==> config.mk <==
export PLATFORM = sky130hd
export DESIGN_NAME = mxt_ram
export DESIGN_NICKNAME = d
export VERILOG_FILES = /design/src/rtl/mxt_ram.sv
export SDC_FILE = /design/constraint.sdc
export NUM_CORES = 1
export LEC_CHECK = 0
export BUFFER_PORTS_ARGS = -buffer_cell sky130_fd_sc_hd__buf_4
export CORE_MARGIN = 1.5
export CORE_UTILIZATION = 59
export DETAILED_ROUTE_END_ITERATION = 8
export GPL_TIMING_DRIVEN = 0
export PLACE_DENSITY = 0.72
export SKIP_CTS_REPAIR_TIMING = 1
export SLEW_MARGIN = 20
export SYNTH_ARGS = -nofsm -noshare
export SYNTH_HDL_FRONTEND = slang
export SYNTH_SLANG_ARGS = --single-unit
==> constraint.sdc <==
create_clock -name i_clk -period 4.1 [get_ports i_clk]
set_input_delay 0.82 -clock i_clk [delete_from_list [all_inputs] [get_ports i_clk]]
set_output_delay 0.82 -clock i_clk [all_outputs]
set_load 0.05 [all_outputs]
==> src/rtl/mxt_ram.sv <==
// ----------------------------------------------------------------------------
// mxt_ram
// Generic single-write, single-read RAM with a registered read port.
// ----------------------------------------------------------------------------
module mxt_ram #(
    parameter int WIDTH = 8,
    parameter int DEPTH = 64
) (
    input  logic                     i_clk,
    input  logic                     i_we,
    input  logic [$clog2(DEPTH)-1:0] i_waddr,
    input  logic [WIDTH-1:0]         i_wdata,
    input  logic [$clog2(DEPTH)-1:0] i_raddr,
    output logic [WIDTH-1:0]         o_rdata
);

    logic [WIDTH-1:0] r_mem [DEPTH];
    logic [WIDTH-1:0] r_rdata;

    // write port and registered read port
    always_ff @(posedge i_clk) begin
        if (i_we) begin
            r_mem[i_waddr] <= i_wdata;
        end
        r_rdata <= r_mem[i_raddr];
    end

    assign o_rdata = r_rdata;

endmodule

# Word-level counts from Yosys, hierarchy flattened
# Memories as Yosys holds them, arrays and structs flattened. A register that Yosys moved wholly into a read port is not among the register bits.
# Index checks and enable logic that the tools add are counted.
[word_totals]
inputBits = 22
ram_bits = 512
n_memories = 1
elab_cells = 3
latch_bits = 0
regBits = 0
romBits = 0
[mem_list]
columns = ["name", "depth", "word_bits", "rd", "rd_ports_with_merged_regs", "write_ports", "line", "text"]
rows = [
  ["r_mem", 64, 8, 1, 1, 1, "17", "logic [WIDTH-1:0] r_mem [DEPTH];"],
]
[classes]
mul = 0
eq_ne = 0
n_addsub = 0
shifts = 0
n_bitwise = 0
order_cmp = 0
n_div = 0
reduce_logical = 0
muxes = 2
[ops]
columns = ["op", "count"]
rows = [
  ["two-way mux 1 bit", 2],
]

# Depth between registers and ports, before layout
[logic_depth]
depth_word = 2
depth_mapped = 9
mapped_depth_nobuf = 5

# Least setup slack after synthesis
# Ideal clock, no wire load.
[synth_timing]
kind = "input port to flip-flop"
startpoint = "input port i_raddr[1]"
endpoint = "register r_rdata[3], in the netlist o_rdata[3], read port of r_mem"
required_time_ns = 3.972
slack_ns = 1.612
cell_stages = 7
arrival_ns = 2.360
path_cell_list = "buf_4 buf_2 buf_2 mux4_2 mux4_2 o21ai_1 o41ai_1"
[synth_rtl]
columns = ["item", "line", "text"]
rows = [
  ["start: declaration", "13", "input logic [$clog2(DEPTH)-1:0] i_raddr,"],
  ["end: declaration", "18", "logic [WIDTH-1:0] r_rdata;"],
]

==> out/results.ini <==
[global_route]
grt_pass1_vias=9941
grt_pass1_wl_um=67400
track_usage_pct=27.1
grt_max_degree=65
antenna_found_initial=0
overflow=0

[power_and_ir_drop]
p_total_uw=11100
p_seq_share_pct=53.3
leakagePower_uw=0.00701
internal-power_uw=8730
p_switching_uw=2340
peakVddDrop_uv=405
powerDensity_nw_per_um2=492
switching_share_pct=21.1
p_clk_share_pct=41.1
comb_power_share_pct=5.6

[routing]
dr.pass1.iters=5
drtIter0Drc=1344
num_vias=10000
wire_per_inst_um=31.0
drcViolationCount=0
via_per_inst=6.71
wl_um=46400
ant_nets=0

[clock_network]
cts.path.max_buffers=3
cts_sinks=520
clk_pin_slew_worst_paths_ps=60
cts_htree_levels=2
cts_tree=built
clk_latency_ps=580
numCtsBuffers=51
cts-root-buf=clkbuf_16

[layout]
drive_gt1_share_pct=25.0
nets=1036
n_fill_cell=2093
final-seq-area_um2=15500
most-common-layout-cells=512 x edfxtp_1, 126 x mux4_2, 83 x nor2_1
multi_input_area_um2=4330
layout_commonest_cell=edfxtp_1
instances_no_fill=1495
fin_area_um2=22500
diodes=0
area_delta_synth_final_pct=11.5

[die]
top_level_ports=30
start_util_pct=60.0
num_rows=67
core_area_um2=33600
die_h_um=188
die_w_um=188
die-area_um2=35300

[synth]
synth_area_per_cell_um2=21.5
synth_seq_cells=520
yosys_warnings=0
synth_cell_types=40
syn_area_um2=20200
syn_nets=962
synthCells=940
synth-seq-area-share_pct=77.0

[sta]
fin_crit_sh_pct=74.6
setup_viol=0
rsz0062_at_grt=no
maxSlewHeadroom_pct=29.3
worst_pin_slew_ps=1060
drv_slew=0
period_needed_ps=3060
max_freq_mhz=327
clock_skew_ps=17.6
tns_ps=0
hold_viol=0

[worst_setup_path]
rr_worst_depth=5
critPathRequiredTime_ps=4500
slowest_delay_ps=630
cp_slowest_cell=o41ai_1
r2r_setup_slack_ps=1940
critPathArrivalTime_ps=3460
cpMostUsedCell=buf_2
regToRegEndpoint=o_rdata[4]$_DFF_P_
crit_fanout=10
crit_path_start_kind=input pin
crit_chain=buf_2, buf_4, clkbuf_1, buf_2, o221ai_1, o21a_1, o41ai_1
crit_type=input pin to flop
end_kind=flop
regToRegStartpoint=r_mem[21][4]$_DFFE_PP_

[hold_path]
worst_hold_path.endpoint=o_rdata[5]$_DFF_P_
min_from=i_raddr[5]
hold_class=input pin to flop
holdPathStages=2

[status]
status=completed

[place]
routabilityCongestion=0.954
numPortBuffers=21
dp_hpwl_um=29300
place_inst=1409
dpl_cell_area_um2=20900

[flow_run]
drv_cap=0

## worst max-delay path by stage
stage / startpoint / endpoint / cells past startpoint
floorplan: i_raddr[1] / o_rdata[3]$_DFF_P_ / 7
global placement: i_raddr[2] / o_rdata[3]$_DFF_P_ / 7
detailed placement: i_raddr[2] / o_rdata[3]$_DFF_P_ / 7
CTS: i_raddr[2] / o_rdata[3]$_DFF_P_ / 7
global route: i_raddr[1] / o_rdata[4]$_DFF_P_ / 8
finish: i_raddr[2] / o_rdata[3]$_DFF_P_ / 7
## cells by family (layout without fill, tap and decap cells)
| group | after synthesis | after routing | synth area share, % |
|---|---|---|---|
| AO/OA/AOI/OAI | 54 | 54 | 2.07 |
| AND/OR/NAND/NOR | 153 | 153 | 3.39 |
| buffers and inverters | 51 | 158 | 1.57 |
| multiplexers | 162 | 162 | 15.9 |
| flip-flops | 520 | 520 | 77.0 |
## Yosys cell counts, drive strengths merged
cell type / count / area share, %
a2111oi: 2 / 0.087
a211oi: 4 / 0.15
a21oi: 3 / 0.074
a221oi: 6 / 0.26
a22oi: 3 / 0.11
a31oi: 1 / 0.031
and2: 1 / 0.031
buf: 34 / 1.3
clkbuf: 17 / 0.32
dfxtp: 8 / 0.79
edfxtp: 512 / 76
mux2: 13 / 0.73
mux2i: 23 / 1.1
mux4: 126 / 14
nand2: 19 / 0.35
nand2b: 7 / 0.22
nand3: 13 / 0.32
nand3b: 3 / 0.11
nand4: 2 / 0.062
nand4b: 1 / 0.043
nor2: 83 / 1.5
nor2b: 14 / 0.43
nor3: 7 / 0.17
nor4: 2 / 0.062
o2111ai: 3 / 0.13
o21a: 2 / 0.074
o21ai: 4 / 0.099
o221a: 2 / 0.11
o221ai: 8 / 0.35
o22ai: 8 / 0.25
o2bb2ai: 3 / 0.13
o311ai: 1 / 0.043
o32ai: 2 / 0.087
o41ai: 2 / 0.087
or3: 1 / 0.031
## layout make-up
type                            count  share of cell area [%]
Clock inverter                     20                    1.14
Clock buffer                       66                    5.97
Tap cell                          448                    2.49
Multi-Input combinational cell    369                    19.2
Buffer                             51                    1.41
Sequential cell                   520                    69.1
Timing Repair Buffer               21                   0.701
## critical path, delay by kind of cell
| kind | cells | cell delay (ps) |
|---|---|---|
| buf+inv | 4 | 1590 |
| compound gates | 3 | 1030 |
## layer usage
layer  vias up  track usage, %  wire (µm)
li1       4062               -          -
met3       119            5.71       4940
met2       669            40.4      21200
met1      5183            40.3      18600
met4         0            9.88       1750
met5         -               0          0
## per-stage QoR
step / util [%] / hold slack [ps] / worst slack, ps
final: 66.9 / 640 / 1040
after global routing: 66.9 / 621 / 1050
after CTS: 66.9 / 625 / 1150
after detailed placement: 62.2 / 933 / 541
after global placement: 62.1 / 934 / 551
after floorplan: - / 718 / 1610
## sequential cells by signal (all words and copies together), names as in the netlist
name	count
r_mem	512
o_rdata	8
## power by group through the flow
stage / clock network [µW] / registers (µW) / logic (µW)
3_3_place_gp: 0 / 6000 / 605
4_1_cts: 4570 / 5900 / 617
5_1_grt: 4770 / 5900 / 647
3_5_place_dp: 0 / 6010 / 615
6_report: 4540 / 5900 / 622
2_1_floorplan: 0 / 6040 / 314
No activity file was read; power rests on OpenSTA's default activity.
