### src/rtl/mxt_pkg.sv
// ----------------------------------------------------------------------------
// mxt_pkg
// Shared sizes, types and helpers for the maximum subarray xor trie block.
// ----------------------------------------------------------------------------
package mxt_pkg;

    // key and node memory sizing
    localparam int KEY_BITS      = 32;
    localparam int NODE_CAPACITY = 32768;
    localparam int NODE_W        = $clog2(NODE_CAPACITY);
    localparam int USED_W        = NODE_W + 1;
    localparam int ENTRY_W       = 2 * NODE_W;
    localparam int LVL_W         = $clog2(KEY_BITS);

    localparam logic [31:0] MOST_NEGATIVE = 32'h8000_0000;

    typedef logic [KEY_BITS-1:0] t_key;
    typedef logic [NODE_W-1:0]   t_node;
    typedef logic [USED_W-1:0]   t_used;
    typedef logic [ENTRY_W-1:0]  t_entry;
    typedef logic [LVL_W-1:0]    t_lvl;

    localparam t_lvl TOP_LVL = LVL_W'(KEY_BITS - 1);

    // walk request from the stream side
    typedef struct packed {
        logic start;
        logic clear;
        t_key key;
    } t_cmd;

    // walk response back to the stream side
    typedef struct packed {
        logic done;
        t_key xor_val;
        logic overflow;
    } t_rsp;

    // sign-extend the 32-bit prefix and keep the low key bits
    function automatic t_key make_key(input logic [31:0] p);
        logic [63:0] w;
        w = {{32{p[31]}}, p};
        return w[KEY_BITS-1:0];
    endfunction

    // sign-extend a key-wide xor to 32 bits
    function automatic logic [31:0] to_out32(input t_key r);
        logic [63:0] w;
        w = 64'($signed(r));
        return w[31:0];
    endfunction

    // child index of an entry, stored as {child1, child0}
    function automatic t_node child_of(input t_entry e, input logic b);
        return b ? e[ENTRY_W-1:NODE_W] : e[NODE_W-1:0];
    endfunction

    // entry with one child replaced
    function automatic t_entry with_child(input t_entry e, input logic b, input t_node c);
        t_entry r;
        r = e;
        if (b) begin
            r[ENTRY_W-1:NODE_W] = c;
        end else begin
            r[NODE_W-1:0] = c;
        end
        return r;
    endfunction

endpackage

### src/rtl/mxt_walker.sv
// ----------------------------------------------------------------------------
// mxt_walker
// Trie walk engine: clears the trie, runs the query walk and the insert walk
// over the node memory, one node access per cycle.
// ----------------------------------------------------------------------------
module mxt_walker (
    input  logic           i_clk,
    input  logic           i_rst_n,
    input  mxt_pkg::t_cmd  i_cmd,
    output mxt_pkg::t_rsp  o_rsp,
    output logic           o_ram_we,
    output mxt_pkg::t_node o_ram_waddr,
    output mxt_pkg::t_entry o_ram_wdata,
    output mxt_pkg::t_node o_ram_raddr,
    input  mxt_pkg::t_entry i_ram_rdata
);
    import mxt_pkg::*;

    typedef enum logic [2:0] {
        S_IDLE,
        S_CLR,
        S_INS_RD,
        S_INS_CHK,
        S_INS_NEW,
        S_INS_LEAF,
        S_Q_RD,
        S_Q_CHK
    } t_state;

    t_state r_state, n_state;
    t_key   r_key, n_key;
    logic   r_zero, n_zero;
    logic   r_final, n_final;
    t_node  r_cur, n_cur;
    t_lvl   r_lvl, n_lvl;
    t_used  r_used, n_used;
    logic   r_ovf, n_ovf;
    t_key   r_qres, n_qres;
    logic   r_done, n_done;

    t_key  ins_key;
    logic  ins_bit;
    t_node ins_child;
    logic  full;
    t_node new_idx;
    logic  q_bit;
    logic  q_pref;
    logic  q_want;
    t_node q_child;
    logic  ins_end;
    logic  q_end;

    // per-level decode of the node just read
    always_comb begin
        ins_key   = r_zero ? '0 : r_key;
        ins_bit   = ins_key[r_lvl];
        ins_child = child_of(i_ram_rdata, ins_bit);
        full      = (r_used == USED_W'(NODE_CAPACITY));
        new_idx   = r_used[NODE_W-1:0];
        q_bit     = r_key[r_lvl];
        // sign bit keeps the same bit, lower bits look for the opposite one
        q_pref    = (r_lvl == TOP_LVL) ? q_bit : ~q_bit;
        q_want    = (child_of(i_ram_rdata, q_pref) != '0) ? q_pref : ~q_pref;
        q_child   = child_of(i_ram_rdata, q_want);
    end

    // walk sequencer
    always_comb begin
        n_state     = r_state;
        n_key       = r_key;
        n_zero      = r_zero;
        n_final     = r_final;
        n_cur       = r_cur;
        n_lvl       = r_lvl;
        n_used      = r_used;
        n_ovf       = r_ovf;
        n_qres      = r_qres;
        n_done      = 1'b0;
        o_ram_we    = 1'b0;
        o_ram_waddr = r_cur;
        o_ram_wdata = '0;
        o_ram_raddr = r_cur;
        ins_end     = 1'b0;
        q_end       = 1'b0;

        case (r_state)
            S_IDLE: begin
                if (i_cmd.start) begin
                    n_key = i_cmd.key;
                    n_cur = '0;
                    n_lvl = TOP_LVL;
                    if (i_cmd.clear) begin
                        n_state = S_CLR;
                    end else begin
                        n_qres  = '0;
                        n_state = S_Q_RD;
                    end
                end
            end
            // root back to no children, then insert the zero prefix
            S_CLR: begin
                o_ram_we    = 1'b1;
                o_ram_waddr = '0;
                o_ram_wdata = '0;
                n_used      = USED_W'(1);
                n_ovf       = 1'b0;
                n_zero      = 1'b1;
                n_final     = 1'b0;
                n_cur       = '0;
                n_lvl       = TOP_LVL;
                n_state     = S_INS_RD;
            end
            S_INS_RD: begin
                n_state = S_INS_CHK;
            end
            // follow the existing path, or allocate where it ends
            S_INS_CHK: begin
                if (ins_child != '0) begin
                    if (r_lvl == '0) begin
                        ins_end = 1'b1;
                    end else begin
                        o_ram_raddr = ins_child;
                        n_cur       = ins_child;
                        n_lvl       = r_lvl - 1'b1;
                    end
                end else if (full) begin
                    n_ovf   = 1'b1;
                    ins_end = 1'b1;
                end else begin
                    o_ram_we    = 1'b1;
                    o_ram_wdata = with_child(i_ram_rdata, ins_bit, new_idx);
                    n_cur       = new_idx;
                    n_used      = r_used + 1'b1;
                    if (r_lvl == '0) begin
                        n_state = S_INS_LEAF;
                    end else begin
                        n_lvl   = r_lvl - 1'b1;
                        n_state = S_INS_NEW;
                    end
                end
            end
            // fresh chain: each new node points at the next one
            S_INS_NEW: begin
                o_ram_we = 1'b1;
                if (full) begin
                    o_ram_wdata = '0;
                    n_ovf       = 1'b1;
                    ins_end     = 1'b1;
                end else begin
                    o_ram_wdata = with_child('0, ins_bit, new_idx);
                    n_cur       = new_idx;
                    n_used      = r_used + 1'b1;
                    if (r_lvl == '0) begin
                        n_state = S_INS_LEAF;
                    end else begin
                        n_lvl = r_lvl - 1'b1;
                    end
                end
            end
            S_INS_LEAF: begin
                o_ram_we    = 1'b1;
                o_ram_wdata = '0;
                ins_end     = 1'b1;
            end
            S_Q_RD: begin
                n_state = S_Q_CHK;
            end
            // query step, a node with no child ends the walk early
            S_Q_CHK: begin
                if (q_child == '0) begin
                    q_end = 1'b1;
                end else begin
                    n_qres[r_lvl] = q_bit ^ q_want;
                    if (r_lvl == '0) begin
                        q_end = 1'b1;
                    end else begin
                        o_ram_raddr = q_child;
                        n_cur       = q_child;
                        n_lvl       = r_lvl - 1'b1;
                    end
                end
            end
            default: begin
                n_state = S_IDLE;
            end
        endcase

        // query done: insert the new prefix as the last walk
        if (q_end) begin
            n_zero  = 1'b0;
            n_final = 1'b1;
            n_cur   = '0;
            n_lvl   = TOP_LVL;
            n_state = S_INS_RD;
        end

        // insert done: either the transaction ends or the query follows
        if (ins_end) begin
            if (r_final) begin
                n_done  = 1'b1;
                n_state = S_IDLE;
            end else begin
                n_qres  = '0;
                n_cur   = '0;
                n_lvl   = TOP_LVL;
                n_state = S_Q_RD;
            end
        end
    end

    // state and registered outputs
    always_ff @(posedge i_clk) begin
        if (!i_rst_n) begin
            r_state <= S_IDLE;
            r_used  <= USED_W'(1);
            r_ovf   <= 1'b0;
            r_done  <= 1'b0;
        end else begin
            r_state <= n_state;
            r_used  <= n_used;
            r_ovf   <= n_ovf;
            r_done  <= n_done;
        end
        r_key   <= n_key;
        r_zero  <= n_zero;
        r_final <= n_final;
        r_cur   <= n_cur;
        r_lvl   <= n_lvl;
        r_qres  <= n_qres;
    end

    assign o_rsp.done     = r_done;
    assign o_rsp.xor_val  = r_qres;
    assign o_rsp.overflow = r_ovf;

endmodule

### config.mk
export PLATFORM = sky130hd
export DESIGN_NAME = mxt_walker
export DESIGN_NICKNAME = d
export VERILOG_FILES = /design/src/rtl/mxt_pkg.sv /design/src/rtl/mxt_walker.sv
export SDC_FILE = /design/constraint.sdc
export NUM_CORES = 1
export LEC_CHECK = 0
export ABC_CLOCK_PERIOD_IN_PS = 5500
export BUFFER_PORTS_ARGS = -buffer_cell sky130_fd_sc_hd__buf_2
export CORE_UTILIZATION = 50
export DETAILED_ROUTE_END_ITERATION = 12
export PLACE_DENSITY = 0.78
export SYNTH_ARGS = -nofsm -noshare
export SYNTH_HDL_FRONTEND = slang
export SYNTH_SLANG_ARGS = --single-unit
### constraint.sdc
create_clock -name i_clk -period 5.5 [get_ports i_clk]
set_input_delay 0.55 -clock i_clk [delete_from_list [all_inputs] [get_ports i_clk]]
set_output_delay 0.55 -clock i_clk [all_outputs]
set_load 0.005 [all_outputs]
---- Word level (Yosys, flattened, before mapping) ----
Cells that the tools add are included.
operators by class
  muxes and demuxes ....................... 76
  equality and inequality tests ........... 15
  $add $sub $neg .......................... 2
  reduce and logical (&&, ||, !) cells .... 13
  bitwise gates (word level) .............. 3
  order comparisons ....................... 2
operators by type and width
  cell                                                                    count
  15-bit two-way mux                                                      18
  32-bit two-way mux                                                      6
  30-bit two-way mux                                                      3
  15-bit one-hot mux with 5 select lines                                  1
  32-bit one-hot mux with 2 select lines                                  1
  30-bit one-hot mux with 2 select lines                                  1
  16-bit one-hot mux with 3 select lines                                  1
  5-bit two-way mux                                                       8
  32-bit bitwise mux                                                      1
  16-bit two-way mux                                                      2
  15-bit one-hot mux with 2 select lines                                  1
  15-bit nonzero test                                                     2
  3-bit two-way mux                                                       9
  5-bit one-hot mux with 5 select lines                                   1
  4-bit inequality test (second input constant)                           5
  3-bit one-hot mux with 6 select lines                                   1
  16-bit by 1-bit adder with 16-bit output (second input constant)        1
  16-bit equality test (second input constant)                            1
  1-bit two-way mux                                                       16
  15-bit logical NOT                                                      1
  3-bit equality test (second input constant)                             4
  1-bit binary-select mux with 5-bit select                               2
  8-bit nonzero test                                                      1
  3-bit by 2-bit equality test with 1-bit output (second input constant)  2
  other kinds (18)                                                        22
word-level totals
  bits of input ports ..................... 66
  register bits after elaboration ......... 107
  output and inout bits ................... 95
  word-level logic and storage cells ...... 121

---- Longest topological paths before layout ----
  word-level depth ........................ 14
  depth in mapped cells ................... 13

---- Worst setup path before layout ----
No wires, ideal clock.
  path type ............................... input to register
  from .................................... in i_cmd[33] in the netlist's numbering
  to ...................................... reg r_qres[2]
  required time ........................... 5383 ps
  arrival time ............................ 5813 ps
  buffers on the path ..................... 0
  path slack .............................. -430 ps
  stages .................................. 8
  library setup time ...................... 117 ps
  cells stage by stage .................... nor4b_1 -> nand2b_1 -> nand2_1 -> o21ai_0 -> nor4b_1 -> nand2_1 -> a32oi_1 -> nor2_1
between the ends
  longest elaborated chain between the ends .. 4
ends and longest elaborated chain
  item                                        RTL line           text
  start: declaration                          mxt_walker.sv:9    input mxt_pkg::t_cmd i_cmd,
  32-bit two-way mux (*)                      mxt_walker.sv:88   if (i_cmd.start) begin
  32-bit one-hot mux with 2 select lines (*)  mxt_walker.sv:86   case (r_state)
  32-bit two-way mux                          mxt_walker.sv:199  if (r_final) begin
  32-bit two-way mux (*)                      mxt_walker.sv:198  if (ins_end) begin
  named net n_qres[2]                         mxt_walker.sv:38   t_key r_qres, n_qres;
  end signal: assignment                      mxt_walker.sv:229  r_qres <= n_qres;
  end: declaration                            mxt_walker.sv:38
Mark *: on every way through the listed nets, which the timed path passes. The rest lies on a longest branch.
A chain may end at the register's enable or synchronous reset.

---- Final worst setup path ----
  from .................................... reg r_lvl[0]
  to ...................................... out o_ram_wdata[12]
between the ends
  longest elaborated chain between the ends .. 6
ends and longest elaborated chain
  item                                                       RTL line                              text
  start: declaration                                         mxt_walker.sv:35                      t_lvl r_lvl, n_lvl;
  start signal: assignment                                   mxt_walker.sv:228                     r_lvl <= n_lvl;
  1-bit binary-select mux with 5-bit select (*)              mxt_walker.sv:56                      ins_bit = ins_key[r_lvl];
  1-bit two-way mux (implied by the code) (*)                mxt_walker.sv:56
  15-bit two-way mux (on tied branches)                      mxt_pkg.sv:55, mxt_pkg.sv:62
  15-bit nonzero test or 30-bit two-way mux (tied branches)  mxt_walker.sv:118, mxt_walker.sv:126
  30-bit two-way mux                                         mxt_walker.sv:118                     if (ins_child != '0) begin
  30-bit one-hot mux with 2 select lines (*)                 mxt_walker.sv:86
  end: declaration                                           mxt_walker.sv:13                      output mxt_pkg::t_entry o_ram_wdata,
Mark *: on every way between the ends. The rest lies on a longest branch, timed or not. The select of a mux whose other input is x is not followed.

==> flow_metrics.tcl <==
set metrics [dict create \
    fillers 1212 \
    arrival_ns 4.63 \
    ys_seq_elements 107 \
    drtAntennaViolNets 0 \
    netlist_instances 765 \
    cts_tree "yes" \
    cts.hold.buffers_added 0 \
    yosysTopAreaCellShare_pct 21.8 \
    area_growth_pct 16.4 \
    rows 42 \
    synth_commonest_cells "dfxtp_1, nand2_1, nor2_1, o21ai_0, clkbuf_1" \
    die_h_um 119 \
    min_period_over_period_pct 94.1 \
    final.setup.tns_ns 0 \
    die_w_um 119 \
    critPathCaptureType "output port" \
    drt-pass1-iter-count 5 \
    clk_pin_slew_ns 0.07 \
    place_congestion 0.974 \
    ys.flop_type "dfxtp_1" \
    grt_remaining_overflow 0 \
    critPathLaunchType "flop" \
    finalHoldViolations 0 \
    min_path_type "primary input to flop" \
    cap_violations 0 \
    h-tree-depth 3 \
    post_dp_cell_area_um2 7720 \
    leakage_uw 0.00337 \
    crit_fanout 19 \
    drtIter0Drc 747 \
    dpl.hpwl_um 15100 \
    clk_path_buf_depth 2 \
    finalSetupViolations 0 \
    synth.distinct_cells 78 \
    synth_area_leader_cell "dfxtp_1" \
    crit_path_start "r_lvl[0]" \
    rsz0062_at_grt "no" \
    tightestPinTransition_ns 1.03 \
    cts_root_buf "clkbuf_16" \
    skew_ns 0.0104 \
    final_area_um2 8030 \
    grt_pass1_vias 6297 \
    status "completed" \
    antenna_found_initial 0 \
    grt_usage_pct 29.8 \
    core_area_um2 13300 \
    synth_area_um2 6900 \
    crit_required_ns 4.95 \
    synth.avg_cell_area_um2 9.02 \
    ys_warn_count 0 \
    ys_seq_area_share_pct 35.7 \
    worst-r2r-cell-count 10 \
    power_density_nw_per_um2 408 \
    synth_fp_nets 838 \
    path_class "flop to output port" \
    wire_per_inst_um 20.2 \
    reg2reg_setup_slack_ns 1.32 \
    worst_ir_drop_vdd_uv 295 \
    postSynth.asyncResetShare_pct 0 \
    r2r-end "r_qres[9]" \
    grt_max_degree 36 \
    max_freq_ghz 0.193 \
    r2r-start "r_lvl[0]" \
    synth_area_leaders "dfxtp_1, edfxtp_1, a32oi_1" \
    diodes 0 \
    viasPerCell 6.49 \
    slew_headroom_pct 30.9 \
    hold_start "i_cmd[13]" \
    period_minus_slack_ns 5.18 \
    routed_wl_um 21500 \
    yosysMostFrequentCell "dfxtp_1" \
    numCtsBuffers 9 \
    crit_path_end "o_ram_wdata[12]" \
    initial_utilization_pct 51.7 \
    die_area_um2 14300 \
    slew_viol_final 0 \
    synth_edf_count 32 \
    vias 6920 \
    clock-sinks 107 \
    num_io_pins 161 \
    port_buffers 160 \
    drc 0 \
    clock_latency_ns 0.35 \
    fin_nets 959 \
    drive_gt1_share_pct 28.1 \
    grt_pass1_wl_um 33500 \
]
## cells in the final DEF, fill, tap and decap left out, drive strengths merged, types with 18 or more instances in the layout
cell | Yosys | layout
a32oi | 33 | 33
nor2 | 73 | 73
a22o | 29 | 29
buf | 27 | 174
mux2 | 18 | 18
nor2b | 18 | 18
a211oi | 32 | 32
mux2i | 28 | 28
nor3 | 31 | 31
dfxtp | 75 | 75
o21ai | 42 | 42
nand2 | 72 | 72
edfxtp | 32 | 32
## worst min-delay path by stage
stage	end	depth (start not counted)	slack, ns
final	r_key[13]	1	0.37
after global routing	r_key[28]	1	0.36
after CTS	r_key[3]	1	0.37
after detailed placement	r_ovf	1	0.45
after global placement	r_ovf	1	0.44
after floorplan	r_ovf	1	0.44
## area by class of cell
| class | instances | area [um^2] | area share [%] |
|---|---|---|---|
| Timing Repair Buffer | 174 | 906 | 11.3 |
| Sequential cell | 107 | 2460 | 30.7 |
| Clock inverter | 7 | 75.1 | 0.935 |
| Multi-Input combinational cell | 587 | 4110 | 51.2 |
| Tap cell | 176 | 220 | 2.74 |
| Clock buffer | 9 | 225 | 2.81 |
| Inverter | 7 | 26.3 | 0.327 |
## where the power goes
| part | switching (uW) | leakage [uW] | internal (uW) |
|---|---|---|---|
| clock | 299 | 0.000142 | 356 |
| combinational | 935 | 0.00232 | 560 |
| sequential | 168 | 0.000909 | 961 |
## critical path: stages, from the launching register on
cell      delay [ns]
dfxtp_1         0.56
buf_4           0.34
mux2i_1         0.26
o22ai_1         0.12
o211ai_1        0.54
a41oi_4         0.51
o22ai_2         0.50
a21oi_1         0.27
nor2_1          0.78
a22o_1          0.28
buf_2           0.12
## metal layers
| layer | wire (um) | GRT usage (%) | up-vias | part of all wire [%] |
|---|---|---|---|---|
| met5 | 0 | 0 | - | 0 |
| met4 | 614 | 13.4 | 0 | 2.9 |
| met3 | 2030 | 5.12 | 51 | 9.4 |
| met2 | 9990 | 48.5 | 418 | 46 |
| met1 | 8880 | 38.6 | 3237 | 41 |
| li1 | - | - | 3214 | - |
## per-stage QoR
step	worst slack [ns]	hold slack (ns)	std cells	util, %	power (uW)
after detailed placement	0.681	0.454	1051	57.8	2600
final	0.325	0.375	1067	60.1	3280
after global placement	0.890	0.445	1051	57.8	2580
after CTS	0.232	0.365	1067	60.1	3250
after floorplan	1.28	0.442	765	-	2220
after global routing	0.0311	0.363	1067	60.1	3450
## cell families after synthesis
kind of cell    count (synthesis)  synth area share (%)
compound gates                249                  28.8
buf+inv                        71                  5.08
xor+xnor                        6                 0.762
fa+ha+maj                       7                  1.27
simple gates                  278                  20.8
mux                            47                  7.56
flops                         107                  35.7
## state kept, by name (all words and copies together), names as in the netlist
signal and count:
r_cur 15, r_done 1, r_final 1, r_key 32, r_lvl 5, r_ovf 1, r_qres 32, r_state 3
r_used 16, r_zero 1
## repair_timing
item                                    4_1_cts  5_1_grt
endpoints found under the setup margin        0       14
buffers inserted                              0        0
endpoints found under the hold margin         0        0
resized for setup                             0        1
(Power assumes the default switching activity.)
